**config.mk**
```make
export PLATFORM = sky130hd
export DESIGN_NAME = rmq_isqrt
export DESIGN_NICKNAME = d
export VERILOG_FILES = /design/src/design/rmq_pkg.sv /design/src/design/rmq_isqrt.sv
export SDC_FILE = /design/constraint.sdc
export NUM_CORES = 2
export LEC_CHECK = 0
export BUFFER_PORTS_ARGS = -buffer_cell sky130_fd_sc_hd__buf_2
export CORE_MARGIN = 2
export CORE_UTILIZATION = 54
export CTS_CLUSTER_SIZE = 40
export DETAILED_ROUTE_END_ITERATION = 8
export GPL_TIMING_DRIVEN = 0
export PLACE_DENSITY_LB_ADDON = 0.05
export RECOVER_POWER = 25
export SLEW_MARGIN = 25
export SYNTH_ARGS = -nofsm -noshare
export SYNTH_HDL_FRONTEND = slang
export SYNTH_SLANG_ARGS = --single-unit
export TNS_END_PERCENT = 20
```
**constraint.sdc**
```tcl
create_clock -name clk -period 9.1 [get_ports clk]
set_clock_uncertainty 0.1 [all_clocks]
set_input_delay 1.365 -clock clk [delete_from_list [all_inputs] [get_ports clk]]
set_output_delay 1.365 -clock clk [all_outputs]
set_load 0.02 [all_outputs]
```
**src/design/rmq_pkg.sv**
```systemverilog
`default_nettype none
package rmq_pkg;

	localparam int ElemW     = 16;
	localparam int EstW      = 19;
	localparam int OffW      = 17;
	localparam int VecW      = 19;
	localparam int MagW      = 18;
	localparam int SqW       = 2 * MagW;
	localparam int SumW      = SqW + 2;
	localparam int SqrtShift = 20;
	localparam int RootW     = (SumW + SqrtShift) / 2;
	localparam int RemW      = RootW + 1;
	localparam int DivShift  = 24;
	localparam int DivW      = MagW + DivShift + 1;
	localparam int QuoW      = 17;
	localparam int Lanes     = 4;

	localparam logic [EstW-1:0] EstBias = EstW'(16384);

	localparam logic [1:0] BrS = 2'd0;
	localparam logic [1:0] BrI = 2'd1;
	localparam logic [1:0] BrJ = 2'd2;
	localparam logic [1:0] BrK = 2'd3;

	typedef struct packed {
		logic [Lanes-1:0][MagW-1:0] mag;
		logic [Lanes-1:0]           neg;
		logic [1:0]                 br;
		logic                       degen;
	} side_t;

endpackage
`default_nettype wire

```
**src/design/rmq_isqrt.sv**
```systemverilog
`default_nettype none
module rmq_isqrt (
	input  wire                          clk,
	input  wire                          arst_n,
	input  wire                          en,
	input  wire                          in_valid,
	input  wire [rmq_pkg::SumW-1:0]      sum,
	input  wire rmq_pkg::side_t          in_side,
	output logic                         out_valid,
	output logic [rmq_pkg::RootW-1:0]    root,
	output rmq_pkg::side_t               out_side
);

	localparam int SumW  = rmq_pkg::SumW;
	localparam int RootW = rmq_pkg::RootW;
	localparam int RemW  = rmq_pkg::RemW;

	// one root bit per stage on sum * 2^20; the low radicand bits are zero
	wire                 vld_w  [RootW+1];
	wire [SumW-1:0]      sum_w  [RootW+1];
	wire [RemW-1:0]      rem_w  [RootW+1];
	wire [RootW-1:0]     root_w [RootW+1];
	rmq_pkg::side_t      side_w [RootW+1];

	assign vld_w[0]  = in_valid;
	assign sum_w[0]  = sum;
	assign rem_w[0]  = '0;
	assign root_w[0] = '0;
	assign side_w[0] = in_side;

	for (genvar g = 0; g < RootW; g++) begin : g_stage
		localparam int Pos = 2 * (RootW - 1 - g) - rmq_pkg::SqrtShift;
		logic [1:0]          pair;
		logic [RemW+1:0]     cur, trial, diff;
		logic                ge;
		logic                vld_sk;
		logic [SumW-1:0]     sum_sk;
		logic [RemW-1:0]     rem_sk;
		logic [RootW-1:0]    root_sk;
		rmq_pkg::side_t      side_sk;

		if (Pos >= 0) begin : g_bits
			assign pair = sum_w[g][Pos+1:Pos];
		end else begin : g_zero
			assign pair = 2'b00;
		end

		assign cur   = {rem_w[g], pair};
		assign trial = {{(RemW - RootW){1'b0}}, root_w[g], 2'b01};
		assign ge    = (cur >= trial);
		assign diff  = cur - trial;

		always_ff @(posedge clk or negedge arst_n) begin
			if (!arst_n) begin
				vld_sk <= 1'b0;
			end else if (en) begin
				vld_sk <= vld_w[g];
			end
		end

		always_ff @(posedge clk) begin
			if (en) begin
				rem_sk  <= ge ? diff[RemW-1:0] : cur[RemW-1:0];
				root_sk <= {root_w[g][RootW-2:0], ge};
				sum_sk  <= sum_w[g];
				side_sk <= side_w[g];
			end
		end

		assign vld_w[g+1]  = vld_sk;
		assign sum_w[g+1]  = sum_sk;
		assign rem_w[g+1]  = rem_sk;
		assign root_w[g+1] = root_sk;
		assign side_w[g+1] = side_sk;
	end

	assign out_valid = vld_w[RootW];
	assign root      = root_w[RootW];
	assign out_side  = side_w[RootW];

endmodule
`default_nettype wire

```
==> metrics.md <==
| Metric | Value |
|---|---|
| Highest Clock Rate | `between 0.15 and 0.2 GHz` |
| Max-Cap Viols | `0` |
| Largest net degree at the start of global routing | `157` |
| Die ar. | `0.280 mm²` |
| Fin crit period | `just under 6000 ps` |
| Synth Register Bits | `between 3,000 and 4,000` |
| CP Data Arrival Time | `around 6300 ps` |
| Site Rows | `between 150 and 200` |
| Dominant cell type by area after synthesis | `edfxtp_1` |
| Total track usage | `between 10% and 20%` |
| Cells after DPL | `12,875` |
| Data required time at the worst endpoint | `roughly 9500 ps` |
| H-Tree Depth | `5` |
| Final cycle utilization of the critical path | `approximately 64%` |
| Initial core utilization | `a little over half` |
| CTS max path bufs | `4` |
| Reg2reg end | `g_stage[19].rem_sk[17]` |
| Remaining global-route overflow | `0` |
| Detailed Route Iter0 Violations | `around 5,600` |
| Post-CTS Setup Bufs | `0` |
| Hold worst-path end | `g_stage[1].sum_sk[17]` |
| Global-route wire length before repair | `380,000 µm` |
| Sequential-to-total area share from yosys stat | `between 70% and 80%` |
| Unique masters post-synth | `99` |
| Post-CTS Resized | `0` |
| Syn Nets | `9,507` |
| Count leader, synth | `edfxtp_1` |
| Synth Cell Area | `between 0.1 and 0.15 mm²` |
| Share of layout cells above drive strength 1 | `9.88%` |
| Slew Viols, Final | `0` |
| Setup TNS | `0 ps` |
| Placer Congestion | `~0.9` |
| Routed Antenna Nets | `0` |
| Die W | `529 µm` |
| Core ar. | `about 0.27 mm²` |
| Hpwl dp | `160,000 µm` |
| CTS Root Cell | `clkbuf_16` |
| Final core utilization | `about three fifths` |
| Vias in the first global route | `a little over 70,000` |
| Relative slew slack | `a little under a third` |
| R2R Setup Slk | `4310 ps` |
| Die H | `approximately 530 µm` |
| DR WL/cell | `around 18 µm` |
| Post-synth EDFFs | `about 3,900` |
| Nature of the critical path endpoint | `flip-flop` |
| Vias after detailed routing | `just over 70,000` |
| TritonCTS clock tree | `built` |
| Post-DP Area | `0.156 mm²` |
| Top-area cell type share of the netlist area | `77.7%` |
| Hold path depth | `0` |
| Leak pwr | `just over 0.06 µW` |
| Layout Cells excl Fill | `about 14,000` |
| Mapped Cells | `8,930` |
| Drt via density | `about 5.3` |
| Yosys synthesis warning count | `0` |
| HP Start | `g_stage[0].sum_sk[17]` |
| Most common library cells after synthesis | `edfxtp_1 (3,857), inv_1 (568), nor2_1 (466)` |
| CTS hold repair buffers | `0` |
| Nets | `10,153` |
| Post-Route WL | `between 200,000 and 250,000 µm` |
| Layout Area Growth over Synthesis | `12.7%` |
| Pwr Total | `43,000 µW` |
| IO Port Bufs | `between 200 and 250` |
| Clk pin slew, worst setup/hold paths | `roughly 60 ps` |
| IO Count | `230` |
| Crit Path Class | `in2reg` |
| DR DRC count | `0` |
| Worst Setup Start Kind | `input port` |
| Final Hold Fails | `0` |
| Post-route cell area | `about 0.17 mm²` |
| RSZ-0062 raised after global routing | `false` |
| Hold Crit Class | `reg2reg` |
| Pwr Density | `roughly 260 mW/mm²` |
| Reg2reg path depth | `13` |
| Max FO, Critical Path | `approximately 140` |
| Latest clock arrival within the worst-skew pair | `between 900 and 1000 ps` |
| Most used DFF post-synth | `edfxtp_1` |
| Status | `completed` |
| Peak supply drop | `about 0.19 mV` |
| Average size of a mapped cell | `around 17 µm²` |
| Final setup viols | `0` |
| Synth top area cells | `edfxtp_1 (78%), ha_1 (3.8%), xnor2_1 (1.9%)` |
| Initial antenna violation count | `13` |
| DRT Pass-1 Iters | `6` |
| Reg-to-Reg Start | `g_stage[18].rem_sk[0]` |
| Clk sink count | `between 3,000 and 4,000` |
| Post-synth ARST share | `less than 1%` |
| Actual slew at the worst max-slew pin | `1030 ps` |
| Num CTS Buffers | `385` |
-- cells in the final DEF, fill, tap and decap left out, drive strengths merged, types with 162 or more instances in the layout --
cell	n
a21o	162
a21oi	434
buf	280
clkbuf	557
clkinv	176
edfxtp	3857
ha	447
inv	583
nand2	439
nor2	466
nor3	175
o21ai	351
xnor2	324
xor2	306
-- routing by layer --
metal | wire length, µm | GRT usage, %
met1 | 110000 | 23.8
met2 | 113000 | 27.6
met3 | 9460 | 2.37
met4 | 7100 | 5.55
met5 | 0 | 0
-- state kept, by name, indices dropped and copies added (netlist names) --
| signal | count |
|---|---|
| root | 29 |
| g_stage.side_sk | 2212 |
| g_stage.sum_sk | 342 |
| g_stage.rem_sk | 789 |
| g_stage.vld_sk | 28 |
| g_stage.root_sk | 406 |
| out_side | 79 |
| out_valid | 1 |
-- area by class of cell --
type / instances / area [µm²]
antenna: 3 / 7.51
timing repair buffer: 259 / 1990
sequential: 3886 / 117000
clock inverter: 239 / 2410
tap: 3686 / 4610
clock buffer: 455 / 9920
multi-input combinational: 4348 / 29900
inverter: 573 / 2150
fill: 19848 / 106000
buffer: 123 / 482
-- where the power goes --
part           leakage (µW)  switching [µW]  internal, µW
Combinational        0.0177            3000          2130
Clock               0.00597            6450          8790
Sequential           0.0376             849         21700
Total                0.0613           10300         32700
-- worst max path at each step --
stage | depth (start not counted) | from | to
final | 9 | en | g_stage[20].side_sk[50]
after global routing | 9 | en | out_side[5]
after CTS | 9 | en | out_side[47]
after detailed placement | 9 | en | g_stage[26].side_sk[47]
after global placement | 1 | en | g_stage[27].side_sk[47]
after floorplan | 14 | g_stage[24].root_sk[0] | g_stage[25].rem_sk[15]
-- cells by family (layout without fill, tap and decap cells) --
logic type	count (synthesis)	count (layout)	share of synthesized area (%)
XOR/XNOR	630	630	3.70
flip-flops	3886	3886	78.2
multiplexers	122	122	0.913
buffers and inverters	696	1649	1.77
other	1	4	0.00252
AND/OR/NAND/NOR	1786	1786	5.94
adder cells (fa/ha/maj)	456	456	3.87
AO/OA/AOI/OAI	1353	1353	5.64
-- through the flow --
step | hold WS [ps] | setup WS, ps
CTS | 292 | 3340
finish | 293 | 3250
global placement | 300 | -53120
detailed placement | 305 | 2350
global route | 300 | 2900
floorplan | 300 | 5580
-- critical path, cell delays in order --
cell    delay [ps]
buf_12         270
buf_16         460
buf_16         530
buf_16         510
buf_16         440
buf_16         440
buf_16         430
buf_16         430
buf_16         510
Power figures use the tool's default switching activity.
