[src/design/rmq_pkg.sv]
`default_nettype none
package rmq_pkg;

	localparam int ElemW     = 16;
	localparam int EstW      = 19;
	localparam int OffW      = 17;
	localparam int VecW      = 19;
	localparam int MagW      = 18;
	localparam int SqW       = 2 * MagW;
	localparam int SumW      = SqW + 2;
	localparam int SqrtShift = 20;
	localparam int RootW     = (SumW + SqrtShift) / 2;
	localparam int RemW      = RootW + 1;
	localparam int DivShift  = 24;
	localparam int DivW      = MagW + DivShift + 1;
	localparam int QuoW      = 17;
	localparam int Lanes     = 4;

	localparam logic [EstW-1:0] EstBias = EstW'(16384);

	localparam logic [1:0] BrS = 2'd0;
	localparam logic [1:0] BrI = 2'd1;
	localparam logic [1:0] BrJ = 2'd2;
	localparam logic [1:0] BrK = 2'd3;

	typedef struct packed {
		logic [Lanes-1:0][MagW-1:0] mag;
		logic [Lanes-1:0]           neg;
		logic [1:0]                 br;
		logic                       degen;
	} side_t;

endpackage
`default_nettype wire

[src/design/rmq_front.sv]
`default_nettype none
module rmq_front (
	input  wire                                     clk,
	input  wire                                     arst_n,
	input  wire                                     en,
	input  wire                                     in_valid,
	input  wire signed [rmq_pkg::ElemW-1:0]         elem_xx,
	input  wire signed [rmq_pkg::ElemW-1:0]         elem_xy,
	input  wire signed [rmq_pkg::ElemW-1:0]         elem_xz,
	input  wire signed [rmq_pkg::ElemW-1:0]         elem_yx,
	input  wire signed [rmq_pkg::ElemW-1:0]         elem_yy,
	input  wire signed [rmq_pkg::ElemW-1:0]         elem_yz,
	input  wire signed [rmq_pkg::ElemW-1:0]         elem_zx,
	input  wire signed [rmq_pkg::ElemW-1:0]         elem_zy,
	input  wire signed [rmq_pkg::ElemW-1:0]         elem_zz,
	output logic                                    out_valid,
	output logic [rmq_pkg::SumW-1:0]                sum,
	output rmq_pkg::side_t                          side
);

	localparam int EstW = rmq_pkg::EstW;
	localparam int OffW = rmq_pkg::OffW;
	localparam int VecW = rmq_pkg::VecW;
	localparam int MagW = rmq_pkg::MagW;
	localparam int SqW  = rmq_pkg::SqW;
	localparam int SumW = rmq_pkg::SumW;
	localparam int L    = rmq_pkg::Lanes;

	// stage 1: estimates and off-diagonal terms
	logic signed [EstW-1:0] xx_e, yy_e, zz_e;
	logic vld_s1;
	logic signed [EstW-1:0] es_s1, ei_s1, ej_s1, ek_s1;
	logic signed [OffW-1:0] dz_s1, dy_s1, dx_s1, px_s1, py_s1, pz_s1;

	assign xx_e = EstW'(elem_xx);
	assign yy_e = EstW'(elem_yy);
	assign zz_e = EstW'(elem_zz);

	always_ff @(posedge clk or negedge arst_n) begin
		if (!arst_n) begin
			vld_s1 <= 1'b0;
		end else if (en) begin
			vld_s1 <= in_valid;
		end
	end

	always_ff @(posedge clk) begin
		if (en) begin
			es_s1 <= xx_e + yy_e + zz_e + rmq_pkg::EstBias;
			ei_s1 <= zz_e - xx_e - yy_e + rmq_pkg::EstBias;
			ej_s1 <= yy_e - xx_e - zz_e + rmq_pkg::EstBias;
			ek_s1 <= xx_e - yy_e - zz_e + rmq_pkg::EstBias;
			dz_s1 <= OffW'(elem_yx) - OffW'(elem_xy);
			dy_s1 <= OffW'(elem_xz) - OffW'(elem_zx);
			dx_s1 <= OffW'(elem_zy) - OffW'(elem_yz);
			px_s1 <= OffW'(elem_yz) + OffW'(elem_zy);
			py_s1 <= OffW'(elem_zx) + OffW'(elem_xz);
			pz_s1 <= OffW'(elem_yx) + OffW'(elem_xy);
		end
	end

	// stage 2: pick the branch, build the scaled vector, fix its sign
	logic [1:0] br;
	logic signed [EstW-1:0] e_sel;
	logic signed [VecW-1:0] vec [L];
	logic signed [VecW-1:0] w;
	rmq_pkg::side_t side_c;
	logic vld_s2;
	rmq_pkg::side_t side_s2;

	always_comb begin
		if (es_s1 > ei_s1)
			br = (es_s1 > ej_s1) ? ((es_s1 > ek_s1) ? rmq_pkg::BrS : rmq_pkg::BrK)
			                     : ((ej_s1 > ek_s1) ? rmq_pkg::BrJ : rmq_pkg::BrK);
		else
			br = (ei_s1 > ej_s1) ? ((ei_s1 > ek_s1) ? rmq_pkg::BrI : rmq_pkg::BrK)
			                     : ((ej_s1 > ek_s1) ? rmq_pkg::BrJ : rmq_pkg::BrK);
	end

	always_comb begin
		case (br)
			rmq_pkg::BrS: begin
				e_sel  = es_s1;
				vec[0] = VecW'(es_s1);
				vec[1] = VecW'(dz_s1);
				vec[2] = VecW'(dy_s1);
				vec[3] = VecW'(dx_s1);
			end
			rmq_pkg::BrI: begin
				e_sel  = ei_s1;
				vec[0] = VecW'(dz_s1);
				vec[1] = VecW'(ei_s1);
				vec[2] = VecW'(px_s1);
				vec[3] = VecW'(py_s1);
			end
			rmq_pkg::BrJ: begin
				e_sel  = ej_s1;
				vec[0] = VecW'(dy_s1);
				vec[1] = VecW'(px_s1);
				vec[2] = VecW'(ej_s1);
				vec[3] = VecW'(pz_s1);
			end
			default: begin
				e_sel  = ek_s1;
				vec[0] = VecW'(dx_s1);
				vec[1] = VecW'(py_s1);
				vec[2] = VecW'(pz_s1);
				vec[3] = VecW'(ek_s1);
			end
		endcase
	end

	always_comb begin
		side_c       = '0;
		side_c.br    = br;
		side_c.degen = (e_sel <= 0);
		for (int c = 0; c < L; c++) begin
			w = vec[0][VecW-1] ? -vec[c] : vec[c];
			side_c.neg[c] = w[VecW-1];
			side_c.mag[c] = w[VecW-1] ? MagW'(-w) : MagW'(w);
		end
	end

	always_ff @(posedge clk or negedge arst_n) begin
		if (!arst_n) begin
			vld_s2 <= 1'b0;
		end else if (en) begin
			vld_s2 <= vld_s1;
		end
	end

	always_ff @(posedge clk) begin
		if (en) begin
			side_s2 <= side_c;
		end
	end

	// stage 3: squares
	logic vld_s3;
	logic [L-1:0][SqW-1:0] sq_s3;
	rmq_pkg::side_t side_s3;

	always_ff @(posedge clk or negedge arst_n) begin
		if (!arst_n) begin
			vld_s3 <= 1'b0;
		end else if (en) begin
			vld_s3 <= vld_s2;
		end
	end

	always_ff @(posedge clk) begin
		if (en) begin
			for (int c = 0; c < L; c++)
				sq_s3[c] <= side_s2.mag[c] * side_s2.mag[c];
			side_s3 <= side_s2;
		end
	end

	// stage 4: sum of squares
	logic vld_s4;
	logic [SumW-1:0] sum_s4;
	rmq_pkg::side_t side_s4;

	always_ff @(posedge clk or negedge arst_n) begin
		if (!arst_n) begin
			vld_s4 <= 1'b0;
		end else if (en) begin
			vld_s4 <= vld_s3;
		end
	end

	always_ff @(posedge clk) begin
		if (en) begin
			sum_s4  <= SumW'(sq_s3[0]) + SumW'(sq_s3[1]) + SumW'(sq_s3[2])
			         + SumW'(sq_s3[3]);
			side_s4 <= side_s3;
		end
	end

	assign out_valid = vld_s4;
	assign sum       = sum_s4;
	assign side      = side_s4;

endmodule
`default_nettype wire

[config.mk]
export PLATFORM = sky130hd
export DESIGN_NAME = rmq_front
export DESIGN_NICKNAME = d
export VERILOG_FILES = /design/src/design/rmq_pkg.sv /design/src/design/rmq_front.sv
export SDC_FILE = /design/constraint.sdc
export NUM_CORES = 2
export LEC_CHECK = 0
export ABC_AREA = 1
export ABC_CLOCK_PERIOD_IN_PS = 9300
export CORE_MARGIN = 3
export CORE_UTILIZATION = 45
export DETAILED_ROUTE_END_ITERATION = 6
export DONT_BUFFER_PORTS = 1
export GPL_TIMING_DRIVEN = 0
export PLACE_DENSITY = 0.58
export SLEW_MARGIN = 20
export SYNTH_ARGS = -nofsm -noshare
export SYNTH_HDL_FRONTEND = slang
export SYNTH_SLANG_ARGS = --single-unit
export TNS_END_PERCENT = 50
[constraint.sdc]
create_clock -name clk -period 9.3 [get_ports clk]
set_clock_uncertainty 0.2 [all_clocks]
set_input_delay 1.86 -clock clk [delete_from_list [all_inputs] [get_ports clk]]
set_output_delay 1.86 -clock clk [all_outputs]
set_load 0.01 [all_outputs]
==> flow_summary.json <==
{
  "outcome": "finished clean",
  "synth_edf_count": 583,
  "synth_top_area_cell": "fa_1",
  "ys_seq_elements": 587,
  "postCtsSetupBuffers": 0,
  "critical_path_class": "reg -> reg",
  "max_freq_mhz": 116.7,
  "syn_to_final_growth_pct": 7.455,
  "syn_inst": 8001,
  "synth.top_cell.area_share": 0.2751,
  "core_um2": 161500,
  "drive_above_1_share": 0.03389,
  "rrSetupSlack_ns": 0.73,
  "num_vias": 51760,
  "crit_slowest_cell": "clkbuf_1",
  "fin_cells": 10310,
  "cts_hold_buf": 0,
  "grt_pass1_vias": 55110,
  "arrival_ns": 8.80,
  "die_width_um": 410.5,
  "ios": 266,
  "nNetsFinal": 10070,
  "clkTransAtPathRegs_ns": 0.06,
  "cp_common_cell": "fa_1",
  "ys_seq_area_frac": 0.2391,
  "ant_nets": 0,
  "synthArstFlopShare": 0.006814,
  "rsz0062_at_grt": "no",
  "die_height_um": 410.5,
  "grt_max_degree": 585,
  "slew_headroom": 0.2379,
  "tightest_slew_ns": 1.133,
  "startpoint_type": "flop",
  "place_congestion": 0.9596,
  "clock_path_buffers": 3,
  "wire_per_inst_um": 19.97,
  "r2r_start": "side_s2[48]$_DFFE_PP_",
  "syn_avg_cell_area_um2": 9.204,
  "r2r_end": "sq_s3[107]$_DFFE_PP_",
  "insertion_delay_ns": 0.71,
  "reg2regPathDepth": 27,
  "fin_tns_setup_ns": 0,
  "cp_max_fo": 10,
  "cap_viol_max_count": 0,
  "min_from": "side_s3[66]$_DFFE_PP_",
  "hold_class": "reg -> reg",
  "grt.overflow.total": 0,
  "clock-sinks": 587,
  "period_share": 0.9211,
  "setup_viol": 0,
  "avgViaCountPerCell": 5.023,
  "initial_utilization": 0.4560,
  "required_ns": 9.53,
  "critPathCaptureType": "flop",
  "cts_resized": 0,
  "portBuffers": 0,
  "htree_num_levels": 3,
  "yosysUniqueCellTypes": 60,
  "dpl.hpwl_mm": 172.5,
  "numCtsBuffers": 74,
  "track_usage": 0.2506,
  "ys_warn_count": 0,
  "slew_viol_final": 0,
  "critical_path.max_stage_delay_ns": 0.66,
  "dp_cells": 10160,
  "drt_iter0_drc": 3106,
  "placementRows": 147,
  "drc": 0,
  "die-area_um2": 168500,
  "layout_min_cycle_time_ns": 8.566,
  "synthesis.area_um2": 73640,
  "min_path_cells": 0,
  "synth_area_leaders": "fa_1 (28%), edfxtp_1 (24%), ha_1 (14%)",
  "dr.pass1.iters": 6,
  "synthFlopType": "edfxtp_1",
  "antenna_found_initial": 12,
  "cts_tree": "built",
  "routed_wl_mm": 205.8,
  "hold_viol": 0,
  "grt_first_pass_wirelength_mm": 319.7,
  "clockRootBuffer": "clkbuf_16",
  "min_to": "side[66]$_DFFE_PP_"
}
==> routing by layer <==
| layer | up-vias | routed length (µm) | GRT usage |
|---|---|---|---|
| li1 | 24630 | - | - |
| met1 | 25490 | 83240 | 0.3073 |
| met2 | 1308 | 100100 | 0.4314 |
| met3 | 337 | 12090 | 0.04268 |
| met4 | 4 | 10360 | 0.1148 |
| met5 | - | 27 | 0 |
==> critical path: cells and delay by family (launching register included) <==
| family | cells | cell delay (ns) |
|---|---|---|
| buffers and inverters | 5 | 1.41 |
| xor gates and xnor gates | 1 | 0.15 |
| and+or+nand+nor | 6 | 0.71 |
| AOI/OAI and AO/OA | 8 | 2.12 |
| adders and majority gates | 7 | 3.22 |
| DFF | 1 | 0.48 |
==> state kept, by name (all words and copies together) (netlist names), 17 cells and up <==
name / count
ek_s1: 18
sum: 38
side: 79
side_s3: 75
ej_s1: 18
dz_s1: 17
ei_s1: 18
dx_s1: 17
es_s1: 19
side_s2: 79
sq_s3: 140
dy_s1: 17
==> stage by stage <==
step                utilization  hold WS [ns]  cell area (µm²)  setup slack, ns
finish                   0.4900        0.2153            79130           0.7339
floorplan                     -        0.2003            73650            2.653
CTS                      0.4893        0.2155            79020           0.5542
global route             0.4900        0.2198            79130           0.1284
detailed placement       0.4728        0.2045            76360           0.6155
global placement         0.4728        0.2005            76350           0.5989
==> how the worst max path moves through the flow <==
stage                          startpoint              endpoint  slack (ns)  cells after the start
finish              side_s2[48]$_DFFE_PP_  sq_s3[107]$_DFFE_PP_        0.73                     27
global route        side_s2[45]$_DFFE_PP_  sq_s3[107]$_DFFE_PP_        0.13                     31
CTS                 side_s2[50]$_DFFE_PP_  sq_s3[107]$_DFFE_PP_        0.55                     27
detailed placement  side_s2[50]$_DFFE_PP_  sq_s3[107]$_DFFE_PP_        0.62                     27
global placement    side_s2[50]$_DFFE_PP_  sq_s3[107]$_DFFE_PP_        0.60                     27
floorplan           side_s2[48]$_DFFE_PP_  sq_s3[107]$_DFFE_PP_        2.65                     27
==> cells in the mapped netlist, types with 7 or more instances <==
| cell type | n |
|---|---|
| a211oi_1 | 8 |
| a21boi_0 | 7 |
| a21o_1 | 24 |
| a21oi_1 | 369 |
| a31oi_1 | 17 |
| buf_1 | 17 |
| buf_2 | 22 |
| buf_6 | 16 |
| clkbuf_1 | 138 |
| edfxtp_1 | 583 |
| fa_1 | 1012 |
| ha_1 | 832 |
| inv_1 | 2098 |
| inv_2 | 9 |
| nand2_1 | 1521 |
| nand2_2 | 18 |
| nand3_1 | 206 |
| nand3_2 | 14 |
| nand3b_1 | 19 |
| nand4_1 | 99 |
| nor2_1 | 233 |
| nor2_2 | 18 |
| nor2_4 | 8 |
| nor3_1 | 7 |
| o211ai_1 | 10 |
| o21ai_0 | 141 |
| o21ai_1 | 7 |
| o21bai_1 | 41 |
| o31ai_1 | 28 |
| or2_2 | 12 |
| xnor2_1 | 121 |
| xor2_1 | 265 |
==> final cells by class <==
class	instances	area, µm²
Inverter	2111	7926
Sequential cell	587	17610
Multi-Input combinational cell	5107	47220
Antenna cell	2	5.005
Timing Repair Buffer	4	110.1
Buffer	196	898.4
Clock inverter	55	779.5
Fill cell	15440	82360
Clock buffer	83	1886
Tap cell	2160	2703
==> cells in the final DEF (no fill, tap or decap), drive strengths merged, types with 5 or more instances in the layout <==
cell     netlist  final
buf           59     63
nand4         99     99
nor2         259    259
xnor2        121    121
nor3          10     10
xor2         269    269
a211oi         8      8
o211ai        10     10
nand2       1546   1546
nand3b        20     20
inv         2108   2115
o31ai         28     28
o21a           6      6
clkinv         3     34
a21oi        376    376
o21bai        41     41
edfxtp       583    583
fa          1012   1012
or2           22     22
o2111ai        5      5
a21o          24     24
a31oi         17     17
ha           832    832
clkbuf       138    220
o21ai        150    150
nor4           5      5
bufinv         0     13
a21boi         7      7
nand3        222    222
==> logic make-up (layout without fill, tap and decap cells) <==
family / after synthesis / count (layout) / synth area share
buffers and inverters: 2308 / 2449 / 0.1199
adder cells (fa/ha/maj): 1844 / 1844 / 0.4165
AND/OR/NAND/NOR: 2188 / 2188 / 0.1255
XOR/XNOR: 390 / 390 / 0.04679
AO/OA/AOI/OAI: 682 / 682 / 0.05219
other: 2 / 5 / 0.0001020
flip-flops: 587 / 587 / 0.2391
Power is not shown: default switching activity piles up to over one toggle a cycle in this logic, so the estimate is an artifact.
